### src/rtl/somr_pkg.sv
// shared constants, types and helpers for the spiral order matrix reader
package somr_pkg;

  localparam int SIDE_DEF = 5;
  localparam int VALUE_W  = 32;
  localparam int COORD_W  = 3;

  typedef enum logic [2:0] {
    WALK_IDLE,
    WALK_RIGHT,
    WALK_DOWN,
    WALK_LEFT,
    WALK_UP
  } somr_walk_t;

  typedef struct packed {
    logic               vld;
    logic [COORD_W-1:0] row;
    logic [COORD_W-1:0] col;
    logic               last;
  } somr_req_t;

  function automatic int somr_addr_w(input int depth);
    return (depth > 1) ? $clog2(depth) : 1;
  endfunction

endpackage

### src/rtl/somr_store.sv
// element store: one write port, one registered read port
module somr_store import somr_pkg::*; #(
  parameter int DEPTH = SIDE_DEF * SIDE_DEF,
  parameter int AW    = somr_addr_w(SIDE_DEF * SIDE_DEF)
) (
  input  logic               clk,
  input  logic               wr_en,
  input  logic [AW-1:0]      wr_addr,
  input  logic [VALUE_W-1:0] wr_data,
  input  logic               rd_en,
  input  logic [AW-1:0]      rd_addr,
  output logic [VALUE_W-1:0] rd_data
);

  logic [VALUE_W-1:0] mem_r [DEPTH];
  logic [VALUE_W-1:0] rd_data_r;

  always_ff @(posedge clk) begin
    if (wr_en) begin
      mem_r[wr_addr] <= wr_data;
    end
  end

  always_ff @(posedge clk) begin
    if (rd_en) begin
      rd_data_r <= mem_r[rd_addr];
    end
  end

  assign rd_data = rd_data_r;

endmodule

### src/rtl/somr_walker.sv
// spiral walk sequencer: moves four bounds and steps the read address with one adder
module somr_walker import somr_pkg::*; #(
  parameter int SIDE = SIDE_DEF,
  parameter int AW   = somr_addr_w(SIDE_DEF * SIDE_DEF)
) (
  input  logic          clk,
  input  logic          rst_n,
  input  logic          go,
  output logic          busy,
  output somr_req_t     req,
  output logic [AW-1:0] rd_addr
);

  localparam int                 N       = SIDE * SIDE;
  localparam logic [COORD_W-1:0] MAX_IDX = COORD_W'(SIDE - 1);
  localparam logic [COORD_W-1:0] ONE_C   = COORD_W'(1);
  localparam logic [AW-1:0]      LAST_K  = AW'(N - 1);
  localparam logic [AW-1:0]      STEP_P1 = AW'(1);
  localparam logic [AW-1:0]      STEP_M1 = AW'((2 ** AW) - 1);
  localparam logic [AW-1:0]      STEP_PS = AW'(SIDE);
  localparam logic [AW-1:0]      STEP_MS = AW'((2 ** AW) - SIDE);

  somr_walk_t         state_r, state_nxt;
  logic [COORD_W-1:0] row_r, row_nxt, col_r, col_nxt;
  logic [COORD_W-1:0] top_r, top_nxt, bottom_r, bottom_nxt;
  logic [COORD_W-1:0] left_r, left_nxt, right_r, right_nxt;
  logic [AW-1:0]      addr_r, addr_nxt, cnt_r, cnt_nxt;
  logic [AW-1:0]      step;
  logic               walking, at_end;

  assign walking = (state_r != WALK_IDLE);
  assign at_end  = (cnt_r == LAST_K);

  // next state
  always_comb begin
    state_nxt = state_r;
    case (state_r)
      WALK_IDLE: begin
        if (go) state_nxt = WALK_RIGHT;
      end
      WALK_RIGHT: begin
        if (at_end) state_nxt = WALK_IDLE;
        else if (col_r == right_r) state_nxt = WALK_DOWN;
      end
      WALK_DOWN: begin
        if (at_end) state_nxt = WALK_IDLE;
        else if (row_r == bottom_r) state_nxt = WALK_LEFT;
      end
      WALK_LEFT: begin
        if (at_end) state_nxt = WALK_IDLE;
        else if (col_r == left_r) state_nxt = WALK_UP;
      end
      WALK_UP: begin
        if (at_end) state_nxt = WALK_IDLE;
        else if (row_r == top_r) state_nxt = WALK_RIGHT;
      end
      default: state_nxt = WALK_IDLE;
    endcase
  end

  // position, bounds and address
  always_comb begin
    row_nxt    = row_r;
    col_nxt    = col_r;
    top_nxt    = top_r;
    bottom_nxt = bottom_r;
    left_nxt   = left_r;
    right_nxt  = right_r;
    cnt_nxt    = cnt_r;
    step       = STEP_P1;
    case (state_nxt)
      WALK_RIGHT: step = STEP_P1;
      WALK_DOWN:  step = STEP_PS;
      WALK_LEFT:  step = STEP_M1;
      WALK_UP:    step = STEP_MS;
      default:    step = STEP_P1;
    endcase
    addr_nxt = addr_r + step;

    if (!walking) begin
      row_nxt    = '0;
      col_nxt    = '0;
      top_nxt    = '0;
      bottom_nxt = MAX_IDX;
      left_nxt   = '0;
      right_nxt  = MAX_IDX;
      addr_nxt   = '0;
      cnt_nxt    = '0;
    end else if (!at_end) begin
      cnt_nxt = cnt_r + AW'(1);
      // a turn pulls in the bound of the side just finished
      if (state_r == WALK_RIGHT && state_nxt == WALK_DOWN)  top_nxt    = top_r + ONE_C;
      if (state_r == WALK_DOWN  && state_nxt == WALK_LEFT)  right_nxt  = right_r - ONE_C;
      if (state_r == WALK_LEFT  && state_nxt == WALK_UP)    bottom_nxt = bottom_r - ONE_C;
      if (state_r == WALK_UP    && state_nxt == WALK_RIGHT) left_nxt   = left_r + ONE_C;
      case (state_nxt)
        WALK_RIGHT: col_nxt = col_r + ONE_C;
        WALK_DOWN:  row_nxt = row_r + ONE_C;
        WALK_LEFT:  col_nxt = col_r - ONE_C;
        WALK_UP:    row_nxt = row_r - ONE_C;
        default:    row_nxt = row_r;
      endcase
    end
  end

  always_ff @(posedge clk) begin
    if (!rst_n) begin
      state_r <= WALK_IDLE;
    end else begin
      state_r <= state_nxt;
    end
  end

  always_ff @(posedge clk) begin
    row_r    <= row_nxt;
    col_r    <= col_nxt;
    top_r    <= top_nxt;
    bottom_r <= bottom_nxt;
    left_r   <= left_nxt;
    right_r  <= right_nxt;
    addr_r   <= addr_nxt;
    cnt_r    <= cnt_nxt;
  end

  assign busy     = walking;
  assign rd_addr  = addr_r;
  assign req.vld  = walking;
  assign req.row  = row_r;
  assign req.col  = col_r;
  assign req.last = walking && at_end;

  a_addr_tracks_pos: assert property (@(posedge clk) disable iff (!rst_n)
    walking |-> (addr_r == AW'(int'(row_r) * SIDE + int'(col_r))))
    else $error("read address out of step with row and column");

  a_pos_in_bounds: assert property (@(posedge clk) disable iff (!rst_n)
    walking |-> (row_r >= top_r && row_r <= bottom_r && col_r >= left_r && col_r <= right_r))
    else $error("walk position outside current ring");

  a_last_ends_walk: assert property (@(posedge clk) disable iff (!rst_n)
    (walking && at_end) |=> !walking)
    else $error("walk continued after last element");

  a_go_starts_corner: assert property (@(posedge clk) disable iff (!rst_n)
    (go && !walking) |=> (walking && addr_r == '0 && cnt_r == '0))
    else $error("walk did not start at top-left corner");

endmodule

### src/rtl/spiral_order_matrix_reader_core.sv
// top level of the spiral order matrix reader
//
//   channel  | ports                                          | flow control
//   ---------+------------------------------------------------+------------------------
//   input    | start, busy, in_value                          | transfer on start & !busy
//   result   | out_valid, out_value_res, out_row, out_col,    | one-cycle strobe,
//            | out_last                                       | receiver cannot stall
//
// - each element is a one-cycle transfer while busy is low; it is written into the store
// - the transfer of the final element (SIDE*SIDE of them) raises busy for the whole walk
//   while the walk sequencer steps one store address per cycle
// - results follow in the cycle after each address (registered store read), so the first
//   result comes after the walk state and store read registers, and one result comes per cycle
// - reset clears the load count, the walk state and the result strobe; store contents stay
// - no backpressure on results; the next matrix may load during the last result cycle
module spiral_order_matrix_reader_core import somr_pkg::*; #(
  parameter int SIDE = SIDE_DEF
) (
  input  logic                       clk,
  input  logic                       rst_n,
  input  logic                       start,
  output logic                       busy,
  input  logic signed [VALUE_W-1:0]  in_value,
  output logic                       out_valid,
  output logic signed [VALUE_W-1:0]  out_value_res,
  output logic        [COORD_W-1:0]  out_row,
  output logic        [COORD_W-1:0]  out_col,
  output logic                       out_last
);

  localparam int            N      = SIDE * SIDE;
  localparam int            AW     = somr_addr_w(N);
  localparam logic [AW-1:0] LAST_K = AW'(N - 1);

  // load side
  logic          accept;
  logic          go;
  logic [AW-1:0] load_cnt_r, load_cnt_nxt;

  // walk side
  logic               walk_busy;
  somr_req_t          req;
  logic [AW-1:0]      rd_addr;
  logic [VALUE_W-1:0] rd_data;

  // result stage
  logic               out_valid_r;
  logic [COORD_W-1:0] out_row_r, out_col_r;
  logic               out_last_r;

  // an element transfer happens only while no walk runs
  assign accept = start && !walk_busy;
  // the final element of the matrix kicks off the spiral walk
  assign go     = accept && (load_cnt_r == LAST_K);

  always_comb begin
    load_cnt_nxt = load_cnt_r;
    if (go) begin
      load_cnt_nxt = '0;
    end else if (accept) begin
      load_cnt_nxt = load_cnt_r + AW'(1);
    end
  end

  always_ff @(posedge clk) begin
    if (!rst_n) begin
      load_cnt_r <= '0;
    end else begin
      load_cnt_r <= load_cnt_nxt;
    end
  end

  somr_store #(
    .DEPTH (N),
    .AW    (AW)
  ) u_store (
    .clk     (clk),
    .wr_en   (accept),
    .wr_addr (load_cnt_r),
    .wr_data ($unsigned(in_value)),
    .rd_en   (req.vld),
    .rd_addr (rd_addr),
    .rd_data (rd_data)
  );

  somr_walker #(
    .SIDE (SIDE),
    .AW   (AW)
  ) u_walker (
    .clk     (clk),
    .rst_n   (rst_n),
    .go      (go),
    .busy    (walk_busy),
    .req     (req),
    .rd_addr (rd_addr)
  );

  // result stage lines up row, column and last flag with the registered store read
  always_ff @(posedge clk) begin
    if (!rst_n) begin
      out_valid_r <= 1'b0;
    end else begin
      out_valid_r <= req.vld;
    end
  end

  always_ff @(posedge clk) begin
    out_row_r  <= req.row;
    out_col_r  <= req.col;
    out_last_r <= req.last;
  end

  assign busy          = walk_busy;
  assign out_valid     = out_valid_r;
  assign out_value_res = $signed(rd_data);
  assign out_row       = out_row_r;
  assign out_col       = out_col_r;
  assign out_last      = out_valid_r && out_last_r;

  a_no_load_during_walk: assert property (@(posedge clk) disable iff (!rst_n)
    walk_busy |-> !accept)
    else $error("element transfer accepted during walk");

  a_go_raises_busy: assert property (@(posedge clk) disable iff (!rst_n)
    go |=> (walk_busy && load_cnt_r == '0))
    else $error("final element did not start walk");

  a_result_follows_req: assert property (@(posedge clk) disable iff (!rst_n)
    req.vld |=> out_valid)
    else $error("result strobe lost");

endmodule

### config.mk
export PLATFORM = sky130hd
export DESIGN_NAME = spiral_order_matrix_reader_core
export DESIGN_NICKNAME = d
export VERILOG_FILES = /design/src/rtl/somr_pkg.sv /design/src/rtl/somr_store.sv /design/src/rtl/somr_walker.sv /design/src/rtl/spiral_order_matrix_reader_core.sv
export SDC_FILE = /design/constraint.sdc
export NUM_CORES = 1
export LEC_CHECK = 0
export ABC_AREA = 0
export BUFFER_PORTS_ARGS = -buffer_cell sky130_fd_sc_hd__buf_4
export CORE_MARGIN = 5
export CORE_UTILIZATION = 37
export CTS_BUF_LIST = sky130_fd_sc_hd__clkbuf_4 sky130_fd_sc_hd__clkbuf_8
export DETAILED_ROUTE_END_ITERATION = 8
export GPL_ROUTABILITY_DRIVEN = 0
export PLACE_DENSITY = 0.59
export REMOVE_ABC_BUFFERS = 1
export SLEW_MARGIN = 10
export SYNTH_ARGS = -nofsm -noshare
export SYNTH_HDL_FRONTEND = slang
export SYNTH_SLANG_ARGS = --single-unit
export TNS_END_PERCENT = 10
### constraint.sdc
create_clock -name clk -period 5.2 [get_ports clk]
set_input_delay 1.04 -clock clk [delete_from_list [all_inputs] [get_ports clk]]
set_output_delay 1.04 -clock clk [all_outputs]
set_load 0.05 [all_outputs]
==> results_dict.tcl <==
set metrics [dict create \
    postCtsResizedCells 0 \
    avgRoutedWirePerCell_um 25.8 \
    power.switching_mw 2.95 \
    p_leak_nw 12.0 \
    start_kind "register" \
    crit_arrival_ps 2450 \
    ys.flop_type "edfxtp_1" \
    fillers 7661 \
    gr-total-overflow 0 \
    post_dp_cell_area_um2 35900 \
    syn_inst 1540 \
    grt_setup_unrepaired "false" \
    skew_ps 31.5 \
    synth-seq-cells 876 \
    synth_enable_flop_cells 832 \
    postCtsHoldBufs 0 \
    drcViolationCount 0 \
    place.port_buffers 75 \
    drv_slew 0 \
    max_freq_ghz 0.287 \
    min_path_cells 0 \
    min_period_ps 3490 \
    crit_chain "nor3_4 -> inv_2 -> buf_4 -> buf_4" \
    drt_wl_total_mm 77.7 \
    period_share_pct 67.1 \
    r2r-end "u_walker.rd_addr[4]$_SDFF_PN0_" \
    die_w_um 312 \
    rows 110 \
    synth_area_um2 33600 \
    pwr-share-seq_pct 55.9 \
    tightest_slew_ps 1210 \
    critical_path.max_fanout 42 \
    fp.dieH_um 312 \
    initial_utilization_pct 37.3 \
    worst_path_most_repeated_cell "buf_4" \
    relSlewSlack_pct 19.3 \
    fp.dieArea_um2 97100 \
    fin_setup_tns_ps 0 \
    vias 15700 \
    cap_violations 0 \
    p_per_area_nw_per_um2 359 \
    tritoncts "done" \
    power_mw 13.9 \
    intPower_mw 11.0 \
    dr.pass1.iters 7 \
    seq_area_frac_synth_pct 76.9 \
    cts-root-buf "clkbuf_8" \
    swShare_pct 21.2 \
    reg2reg_depth 15 \
    slowest_delay_ps 590 \
    r2r_start "u_walker.cnt_r[0]$_SDFFE_PN0P_" \
    outcome "completed" \
    hold_viol 0 \
    slowest_stage "buf_4" \
    vdd_drop_max_mv 0.226 \
    pwr-share-comb_pct 1.9 \
    areaGrowthSynthToFinish_pct 15.1 \
    stdcell_area_um2 38700 \
    pwr-share-clk_pct 42.2 \
    nNetsFinal 1771 \
    async_reset_ff_share_pct 0 \
    mostFrequentLayoutCell "edfxtp_1" \
    dp_hpwl_mm 44.8 \
    min_to "out_row[1]$_DFF_P_" \
    cts.path.max_buffers 3 \
    finalSetupViolCount 0 \
    fin_util_pct 42.9 \
    core_um2 90100 \
    reg2reg_slack_ps 1810 \
    final_antenna_net_count 0 \
    grt_pass1_wl_mm 115 \
    critPathRequiredTime_ps 4160 \
    htree_num_levels 4 \
    critPathKind "reg2out" \
    ioPinCount 76 \
    hp-start "u_walker.row_r[1]$_SDFFE_PN0P_" \
    layout-drive-gt1-share_pct 36.0 \
    vias_per_cell 5.22 \
    avgSynthCellArea_um2 21.8 \
    synthDistinctLibCells 44 \
    grt_antenna_before_repair 1 \
    grtUsageTotal_pct 16.1 \
    clock-sinks 876 \
    min_path_type "reg2reg" \
    clk_pin_slew_ps 50 \
    post_cts_buffers 0 \
    dr.first_iter.drc_count 1342 \
    endpoint_kind "primary output" \
    grt_max_degree 78 \
    grt_pass1_vias 16800 \
    final_cell_mix "832 x edfxtp_1, 224 x mux4_2, 149 x clkbuf_8" \
    yosysWarnings 0 \
    cts_buffers 141 \
    worstSkewPairLatency_ps 790 \
]
[cell families (layout without fill, tap and decap cells)]
group	after synthesis	after routing	synth area share [%]
AO/OA/AOI/OAI	28	28	0.510
multiplexers	291	291	17.2
other	0	1	0
AND/OR/NAND/NOR	210	210	2.67
XOR/XNOR	30	30	0.781
buffers and inverters	89	384	1.26
adder cells (fa/ha/maj)	16	16	0.662
flip-flops	876	876	76.9
[final cells by class]
type / count / area (um2) / share of cell area, %
clock buffers: 195 / 2400 / 6.19
inverters: 19 / 71.3 / 0.184
diodes: 1 / 2.50 / 0.00646
multi-input cells: 575 / 7540 / 19.5
repair buffers: 107 / 941 / 2.43
clock inverters: 63 / 415 / 1.07
well taps: 1176 / 1470 / 3.80
flip-flops and latches: 876 / 25900 / 66.9
[how the worst max path moves through the flow]
stage | from | end | slack [ps] | depth (start not counted)
after floorplan | u_walker.rd_addr[0]$_SDFF_PN0_ | u_walker.rd_addr[4]$_SDFF_PN0_ | -4460 | 8
after global placement | start | u_walker.rd_addr[4]$_SDFF_PN0_ | 1620 | 14
after global routing | u_walker.state_r[0]$_SDFF_PN0_ | busy | 1530 | 4
after detailed placement | start | u_walker.rd_addr[4]$_SDFF_PN0_ | 1670 | 14
after CTS | u_walker.state_r[0]$_SDFF_PN0_ | busy | 1570 | 4
final | u_walker.state_r[0]$_SDFF_PN0_ | busy | 1710 | 4
[stage by stage]
step / instances / worst slack, ps / hold WS [ps]
floorplan: 1470 / -4460 / 396
global placement: 2748 / 1620 / 421
detailed placement: 2751 / 1670 / 421
CTS: 3009 / 1570 / 429
global route: 3012 / 1530 / 440
finish: 3012 / 1710 / 428
[flip-flops by register name, summed over array words and instances (netlist names), 5 cells and up]
name	cells
load_cnt_r	5
u_walker.rd_addr	5
u_walker.cnt_r	5
u_store.mem_r	800
u_store.rd_data	32
[cell usage after synthesis, drive strengths merged (5+ instances only)]
| library cell | n | share of area, % |
|---|---|---|
| clkbuf | 41 | 0.46 |
| buf | 29 | 0.59 |
| inv | 19 | 0.21 |
| nand2 | 113 | 1.3 |
| edfxtp | 832 | 74 |
| a21oi | 9 | 0.13 |
| nor3 | 5 | 0.089 |
| nor2 | 53 | 0.59 |
| xnor2 | 14 | 0.36 |
| and2 | 5 | 0.093 |
| mux2 | 65 | 2.2 |
| o21ai | 6 | 0.089 |
| nand3 | 17 | 0.25 |
| dfxtp | 44 | 2.6 |
| mux4 | 224 | 15 |
| ha | 13 | 0.48 |
| xor2 | 16 | 0.42 |
[power groups by stage]
stage / clock, mW / sequential (mW) / combinational (mW)
2_1_floorplan: 0 / 7.93 / 0.0841
4_1_cts: 6.04 / 7.78 / 0.272
6_report: 5.87 / 7.78 / 0.265
3_3_place_gp: 0 / 7.93 / 0.261
5_1_grt: 6.38 / 7.78 / 0.285
3_5_place_dp: 0 / 7.93 / 0.272
[worst max-delay path, delay by kind of cell (launching register included)]
kind / cells / cell delay (ps)
buf+inv: 3 / 1000
flops: 1 / 490
simple gates: 1 / 140
[layer usage]
metal | routed length [um] | track usage [%]
met5 | 0 | 0
met4 | 1810 | 5.33
met3 | 4250 | 3.58
met2 | 39500 | 27.1
met1 | 32100 | 20.8
Note: power is estimated with default switching activity, not from simulation.
